### config.mk
export PLATFORM = sky130hd
export DESIGN_NAME = led_blink_pattern_controller
export DESIGN_NICKNAME = d
export VERILOG_FILES = /design/src/rtl/core/lbpc_pkg.sv /design/src/rtl/core/led_blink_pattern_controller.sv
export SDC_FILE = /design/constraint.sdc
export NUM_CORES = 1
export LEC_CHECK = 0
export ABC_AREA = 1
export BUFFER_PORTS_ARGS = -buffer_cell sky130_fd_sc_hd__buf_2
export CAP_MARGIN = 20
export CORE_MARGIN = 5
export CORE_UTILIZATION = 30
export CTS_BUF_LIST = sky130_fd_sc_hd__clkbuf_4 sky130_fd_sc_hd__clkbuf_8 sky130_fd_sc_hd__clkbuf_16
export CTS_CLUSTER_SIZE = 30
export DETAILED_ROUTE_END_ITERATION = 8
export GPL_ROUTABILITY_DRIVEN = 0
export GPL_TIMING_DRIVEN = 0
export HOLD_SLACK_MARGIN = 0.02
export MAX_ROUTING_LAYER = met4
export SKIP_CTS_REPAIR_TIMING = 1
export SKIP_LAST_GASP = 1
export SLEW_MARGIN = 20
export SYNTH_ARGS = -nofsm -noshare
export SYNTH_HDL_FRONTEND = slang
export SYNTH_SLANG_ARGS = --single-unit
### constraint.sdc
create_clock -name clk_i -period 6.1 [get_ports clk_i]
set_input_delay 0.305 -clock clk_i [delete_from_list [all_inputs] [get_ports clk_i]]
set_output_delay 0.305 -clock clk_i [all_outputs]
set_load 0.02 [all_outputs]
### src/rtl/core/lbpc_pkg.sv
// Package for the LED blink pattern controller.
// Holds the action codes, the one-hot mode type and its output encoding.
// No dependencies.
package lbpc_pkg;

  // action codes carried on the input tuser
  localparam logic [2:0] ACT_TICK  = 3'd0;
  localparam logic [2:0] ACT_ON    = 3'd1;
  localparam logic [2:0] ACT_OFF   = 3'd2;
  localparam logic [2:0] ACT_FLICK = 3'd3;
  localparam logic [2:0] ACT_BLINK = 3'd4;

  // mode codes as shown in the result item
  localparam logic [1:0] MODE_CODE_OFF   = 2'd0;
  localparam logic [1:0] MODE_CODE_ON    = 2'd1;
  localparam logic [1:0] MODE_CODE_FLICK = 2'd2;
  localparam logic [1:0] MODE_CODE_BLINK = 2'd3;

  typedef enum logic [3:0] {
    MODE_OFF   = 4'b0001,
    MODE_ON    = 4'b0010,
    MODE_FLICK = 4'b0100,
    MODE_BLINK = 4'b1000
  } mode_e;

  // map the one-hot mode onto its 2-bit code
  function automatic logic [1:0] mode_code(input mode_e m);
    logic [1:0] c;
    unique case (m)
      MODE_OFF:   c = MODE_CODE_OFF;
      MODE_ON:    c = MODE_CODE_ON;
      MODE_FLICK: c = MODE_CODE_FLICK;
      MODE_BLINK: c = MODE_CODE_BLINK;
      default:    c = MODE_CODE_OFF;
    endcase
    return c;
  endfunction

endpackage

### src/rtl/core/led_blink_pattern_controller.sv
// LED blink pattern controller: drives one LED from commands and 1 ms ticks.
// A result item is registered and appears in the cycle after its input item is accepted.
// Throughput: one item per cycle; the output register lets a new item in
// whenever the result register is empty or being taken in the same cycle.
// Reset (rst_ni low, asynchronous): mode off, LED low, all counters and limits
// zero, no result pending.
// Depends on lbpc_pkg.
module led_blink_pattern_controller
  import lbpc_pkg::*;
(
  input  logic        clk_i,
  input  logic        rst_ni,
  // input item
  input  logic        s_axis_tvalid,
  output logic        s_axis_tready,
  input  logic [55:0] s_axis_tdata,  // [15:0] full_period, [39:16] timeout_ticks,
                                     // [55:40] toggle_limit
  input  logic [2:0]  s_axis_tuser,  // [2:0] action
  // result item
  output logic        m_axis_tvalid,
  input  logic        m_axis_tready,
  output logic [7:0]  m_axis_tdata   // [0] led_level, [2:1] mode_now,
                                     // [3] timed_out, [4] blink_done, [7:5] zero
);

  // Unpack the input item.
  logic [2:0]  action;
  logic [14:0] hp;
  logic [23:0] tmo;
  logic [15:0] lim;

  assign action = s_axis_tuser;
  assign hp     = s_axis_tdata[15:1];   // half of full_period
  assign tmo    = s_axis_tdata[39:16];
  assign lim    = s_axis_tdata[55:40];

  // Block state.
  mode_e       mode_q, mode_d;
  logic        led_q, led_d;
  logic [15:0] tick_q, tick_d;
  logic [14:0] half_q, half_d;
  logic [23:0] tmo_cnt_q, tmo_cnt_d;
  logic [23:0] tmo_lim_q, tmo_lim_d;
  logic [15:0] tgl_cnt_q, tgl_cnt_d;
  logic [15:0] tgl_tgt_q, tgl_tgt_d;

  // Result register.
  logic        out_valid_q, out_valid_d;
  logic [7:0]  out_data_q, out_data_d;

  logic        accept;
  logic        timed_out, blink_done;
  logic [15:0] tick_inc;
  logic        tick_due;
  logic [23:0] tmo_inc;
  logic [15:0] tgl_inc;

  // Take a new item whenever the result slot is free or drains this cycle.
  assign s_axis_tready = !out_valid_q || m_axis_tready;
  assign accept        = s_axis_tvalid && s_axis_tready;

  assign tick_inc = tick_q + 16'd1;
  assign tick_due = tick_inc >= {1'b0, half_q};
  assign tmo_inc  = tmo_cnt_q + 24'd1;
  assign tgl_inc  = tgl_cnt_q + 16'd1;

  // Next state for one item.
  always_comb begin
    mode_d     = mode_q;
    led_d      = led_q;
    tick_d     = tick_q;
    half_d     = half_q;
    tmo_cnt_d  = tmo_cnt_q;
    tmo_lim_d  = tmo_lim_q;
    tgl_cnt_d  = tgl_cnt_q;
    tgl_tgt_d  = tgl_tgt_q;
    timed_out  = 1'b0;
    blink_done = 1'b0;

    unique case (action)
      ACT_TICK: begin
        unique case (mode_q)
          MODE_FLICK: begin
            // toggle first, then let an expiring timeout force the LED off
            if (tick_due) begin
              tick_d = 16'd0;
              led_d  = ~led_q;
            end else begin
              tick_d = tick_inc;
            end
            if (tmo_lim_q != 24'd0) begin
              if (tmo_inc >= tmo_lim_q) begin
                tmo_cnt_d = 24'd0;
                led_d     = 1'b0;
                tick_d    = 16'd0;
                mode_d    = MODE_OFF;
                timed_out = 1'b1;
              end else begin
                tmo_cnt_d = tmo_inc;
              end
            end
          end
          MODE_BLINK: begin
            if (tick_due) begin
              tick_d = 16'd0;
              led_d  = ~led_q;
              if (tgl_inc >= tgl_tgt_q) begin
                tgl_cnt_d  = 16'd0;
                led_d      = 1'b0;
                mode_d     = MODE_OFF;
                blink_done = 1'b1;
              end else begin
                tgl_cnt_d = tgl_inc;
              end
            end else begin
              tick_d = tick_inc;
            end
          end
          default: begin
            // ticks while off or on change nothing
          end
        endcase
      end
      ACT_ON: begin
        led_d  = 1'b1;
        mode_d = MODE_ON;
      end
      ACT_OFF: begin
        led_d  = 1'b0;
        tick_d = 16'd0;
        mode_d = MODE_OFF;
      end
      ACT_FLICK: begin
        // drop a repeat of the running flick; the timeout count carries over
        if (!(mode_q == MODE_FLICK && hp == half_q && tmo == tmo_lim_q)) begin
          led_d     = 1'b1;
          tick_d    = 16'd0;
          half_d    = hp;
          tmo_lim_d = tmo;
          mode_d    = MODE_FLICK;
        end
      end
      ACT_BLINK: begin
        // blink starts dark with a fresh toggle count
        led_d     = 1'b0;
        tick_d    = 16'd0;
        half_d    = hp;
        tgl_tgt_d = lim;
        tgl_cnt_d = 16'd0;
        mode_d    = MODE_BLINK;
      end
      default: begin
        // unused action codes leave the state alone
      end
    endcase
  end

  // Result slot: load on accept, clear when taken without a refill.
  always_comb begin
    out_valid_d = out_valid_q;
    out_data_d  = out_data_q;
    if (accept) begin
      out_valid_d = 1'b1;
      out_data_d  = {3'b000, blink_done, timed_out, mode_code(mode_d), led_d};
    end else if (m_axis_tready) begin
      out_valid_d = 1'b0;
    end
  end

  always_ff @(posedge clk_i or negedge rst_ni) begin
    if (!rst_ni) begin
      mode_q      <= MODE_OFF;
      led_q       <= 1'b0;
      tick_q      <= 16'd0;
      half_q      <= 15'd0;
      tmo_cnt_q   <= 24'd0;
      tmo_lim_q   <= 24'd0;
      tgl_cnt_q   <= 16'd0;
      tgl_tgt_q   <= 16'd0;
      out_valid_q <= 1'b0;
    end else begin
      out_valid_q <= out_valid_d;
      if (accept) begin
        mode_q    <= mode_d;
        led_q     <= led_d;
        tick_q    <= tick_d;
        half_q    <= half_d;
        tmo_cnt_q <= tmo_cnt_d;
        tmo_lim_q <= tmo_lim_d;
        tgl_cnt_q <= tgl_cnt_d;
        tgl_tgt_q <= tgl_tgt_d;
      end
    end
  end

  // payload needs no reset
  always_ff @(posedge clk_i) begin
    out_data_q <= out_data_d;
  end

  assign m_axis_tvalid = out_valid_q;
  assign m_axis_tdata  = out_data_q;

endmodule

Yosys cells after proc, flatten, opt, wreduce, memory -nomap -nowiden
Index checks and enable logic that the tools add are counted.

cells by class
  bitwise operators = 2
  order comparisons = 3
  muxes and demuxes = 33
  add/sub/neg operators = 3
  reduce and logical (&&, ||, !) cells = 20
  equal/unequal tests = 15

operator list
  kind                   count
  $mux 16                7
  $pmux 16 s2            2
  $pmux 16 s3            1
  $add 16x1->16 const B  2
  $pmux 15 s2            1
  $add 24x1->24 const B  1
  $eq 24x24->1           1
  $ge 24x24->1           1
  $mux 24                1
  $reduce_bool 24->1     1
  $mux 4                 5
  $pmux 4 s5             1
  $ge 16x15->1           1
  $ge 16x16->1           1
  $eq 15x15->1           1
  $mux 15                1
  $reduce_and 3->1       4
  $reduce_and 4->1       3
  $mux 1                 10
  $eq 4x3->1 const B     2
  $eq 4x4->1 const B     2
  $pmux 4 s2             1
  $eq 3x2->1 const B     2
  $ne 2x2->1 const B     3
  16 further kinds       21

storage, ports and cells
  flip-flop bits (word level) = 122
  output and inout bits = 10
  bits of input ports = 63

Longest topological paths before layout
  word-level depth = 8
  depth in mapped cells = 30
  gate-level depth less buffers = 30

Worst setup path after synthesis
No wires, ideal clock.

  path type = reg-to-reg
  start point = register tmo_cnt_q[0]
  end point = register tick_q[0]
  required time = 5.982 ns
  stages on the path, launching flop included = 26
  setup time = 0.118 ns
  slack = 2.718 ns
  arrival = 3.264 ns
  buffers on the path = 1
  period minus slack after synthesis = 3.382 ns
  path through = dfrtp_1 ha_1 nand3_1 nor2_2 nand3_2 nor2_2 nand3_2 nor2_2 nand3_1 nor2_1 nand3_1 xor2_1 inv_1 ha_1 nand2_1 nor2_1 inv_1 nor2_1 nand4_1 nand4_1 nand2_1 inv_1 nand2_1 clkbuf_1 nand3_1 nand2_1

on the way
  cells in the longest elaborated chain, start to end = 6

RTL lines
  element                 RTL line                             text
  from (decl)             led_blink_pattern_controller.sv:42   logic [23:0] tmo_cnt_q, tmo_cnt_d;
  from (signal assigned)  led_blink_pattern_controller.sv:188  tmo_cnt_q <= tmo_cnt_d;
  $add 24x1->24           led_blink_pattern_controller.sv:64   assign tmo_inc = tmo_cnt_q + 24'd1;
  $ge 24x24->1            led_blink_pattern_controller.sv:92   if (tmo_inc >= tmo_lim_q) begin
  $mux 16                 led_blink_pattern_controller.sv:92
  $mux 16                 led_blink_pattern_controller.sv:91   if (tmo_lim_q != 24'd0) begin
  $pmux 16 s2             led_blink_pattern_controller.sv:82   unique case (mode_q)
  $pmux 16 s3             led_blink_pattern_controller.sv:80   unique case (action)
  to (signal assigned)    led_blink_pattern_controller.sv:186  tick_q <= tick_d;
  to (decl)               led_blink_pattern_controller.sv:40   logic [15:0] tick_q, tick_d;

No other way between the ends.
A chain may end at the register's enable or synchronous reset.

Worst setup path in the final report
  start point = register tmo_cnt_q[0]
  end point = register tick_q[11]

The elaborated chain is that of the path after synthesis.

==> run summary <==
launching point of the worst reg2reg path: tmo_cnt_q[0]
row count: 59
Async SR Flop Fraction: 95.9%
Synth warnings: 0
register area share after synthesis: 38.4%
Distinct cells, synth: 44
Final ANT Viol Nets: 0
crit end category: register
period utilization: 69.2%
reg2reg end: tick_q[11]
area growth from synthesis to final layout: 18.4%
Final Non-Filler Cells: 1,474
Worst Reg-to-Reg Cells: 25
IO Port Bufs: 68
setup violators final: 0
die area: 0.0301 mm^2
final global-route overflow total: 0
worst ir drop on vdd: 0.180 mV
Worst Setup Path Type: reg -> reg
Gate Count Post-Synth: 1,037
CTS tree: done
setup TNS: 0 ns
Reg clk slew, reported paths: 0.05 ns
Leak Pwr: 5.02 nW
Crit. Startpoint: tmo_cnt_q[0]
drt pass-1 iters: 5
H-Tree Depth: 4
area leader, netlist: dfrtp_1
CTS Buf Count: 17
pwr/cell area: 304 mW/mm^2
worst skew pair latency: 0.42 ns
Root Driver: clkbuf_16
initial drt markers: 386
Die W: 174 um
Critical Path Fanout Max: 10
Hold Fails Final Rpt: 0
Starting Density: 30.6%
placed instance count: 1,443
number of flops mapped to enable cells by yosys: 5
DRC Markers: 0
crit path buf inv count: 4
Hold WC Path Type: in -> reg
r2r setup slk: 1.88 ns
min Tclk post-route: 4.22 ns
vias per cell: 4.58
Arrival @ worst endpoint: 4.52 ns
run status: finished clean
critical path's slowest cell: dfrtp_1
Mapped Avg Cell Area: 7.74 um^2
final max-slew violation count: 0
vias in the first global route: 6,633
Max clock buf depth: 2
most used cell along the critical path: nand2_1
Commonest cells post-synth: nand2_1 (206), inv_1 (177), dfrtp_1 (116)
Stages on worst setup path: 25
Worst Setup EP: tick_q[11]
worst slew pin tran: 0.591 ns
DRT Wirelength: 20,200 um
Worst setup SP type: register
Synth Flop Type: dfrtp_1
delay-heaviest family, CP: simple AND/OR/NAND/NOR gates
CTS sink cnt: 122
Routed wire per std cell: 13.7 um
Synth area leaders: dfrtp_1 (36%), nand2_1 (9.6%), ha_1 (9.0%)
I/O pins: 73
Core Area: 0.0262 mm^2
Ant. Diodes: 0
die height: 174 um
Yosys reg bits: 122
Total GRT Usage: 14.1%
slew margin rel.: 60.6%
netlist area before placement: 0.00803 mm^2
Max-cap violations: 0
fmax: 237 MHz
critical path required time: 6.40 ns
Worst Skew: 0.0153 ns
largest net degree at the start of global routing: 91
hpwl dp: 15,800 um
first-pass GRT wire length: 33,500 um
Synth top area share: 36.2%
top-count cell post-synth: nand2_1
nets: 1,249
RSZ-0062 raised after global routing: no
Critical Path Max Stage Delay: 0.47 ns
ratio of cells with drive above 1 in the final layout: 12.8%
via count: 6,754
antenna violations before repair: 0
kinds of logic after synthesis:
family	after synthesis	share of synthesized area, %
simple gates	427	23.2
buf+inv	202	9.95
compound gates	152	11.2
flops	122	38.4
xor+xnor	73	7.97
fa+ha+maj	58	9.04
mux	2	0.281
other cells	1	0.0467
placed cells by master (no fill, tap or decap), types with 35 or more instances in the layout:
cell type and count:
inv_1 177, ha_1 58, buf_2 75, dfrtp_1 116
nor2_1 114, nand2_1 206, o21ai_0 35, nand3_1 38
xor2_1 60, a21oi_1 63
final cells by class:
cell class	instances	area [um^2]
Inverter	179	672
Tap cell	335	419
Clock buffer	24	533
Timing Repair Buffer	70	388
Buffer	23	126
Clock inverter	6	130
Multi-Input combinational cell	715	4160
Sequential cell	122	3080
Fill cell	2679	16700
report_power, final:
part / leakage (nW) / total [mW] / switching, mW / internal, mW
logic: 3.25 / 0.707 / 0.431 / 0.276
clock network: 0.329 / 1.12 / 0.356 / 0.768
registers: 1.45 / 1.05 / 0.104 / 0.949
total: 5.02 / 2.88 / 0.892 / 1.99
how the worst min path moves through the flow:
stage	startpoint	to	slack (ns)	cells past startpoint
2_1_floorplan	rst_ni	half_q[0]	0.009	0
3_3_place_gp	tick_q[9]	tick_q[9]	0.47	2
3_5_place_dp	rst_ni	m_axis_tvalid	0.18	1
4_1_cts	rst_ni	tmo_cnt_q[7]	-0.27	1
5_1_grt	s_axis_tdata[40]	tgl_tgt_q[0]	0.12	2
6_report	s_axis_tdata[40]	tgl_tgt_q[0]	0.12	2
through the flow:
stage | worst slack, ns | power [mW] | hold slack, ns | util, % | area (um^2)
final | 1.88 | 2.88 | 0.124 | 36.3 | 9500
after detailed placement | 1.89 | 1.77 | 0.184 | 33.7 | 8830
after global placement | 1.97 | 1.75 | 0.466 | 33.6 | 8790
after floorplan | 2.72 | 1.55 | 0.00941 | - | 8030
after CTS | 1.87 | 2.92 | -0.266 | 36.2 | 9490
after global routing | 1.32 | 3.08 | 0.121 | 36.3 | 9500
layer usage:
metal / track usage, % / share of wire (%) / vias up / routed length, um
li1: - / - / 3488 / -
met1: 18.2 / 48 / 3122 / 9630
met2: 22.4 / 47 / 113 / 9460
met3: 2.38 / 2.9 / 31 / 589
met4: 4.85 / 2.4 / 0 / 485
met5: - / 0 / - / 0
registers in the layout, indices dropped and copies added (netlist names):
signal,cells
half_q,15
tick_q,16
tmo_lim_q,24
tmo_cnt_q,24
mode_q,4
m_axis_tdata,5
m_axis_tvalid,1
led_q,1
tgl_tgt_q,16
tgl_cnt_q,16
Power figures use the tool's default switching activity.
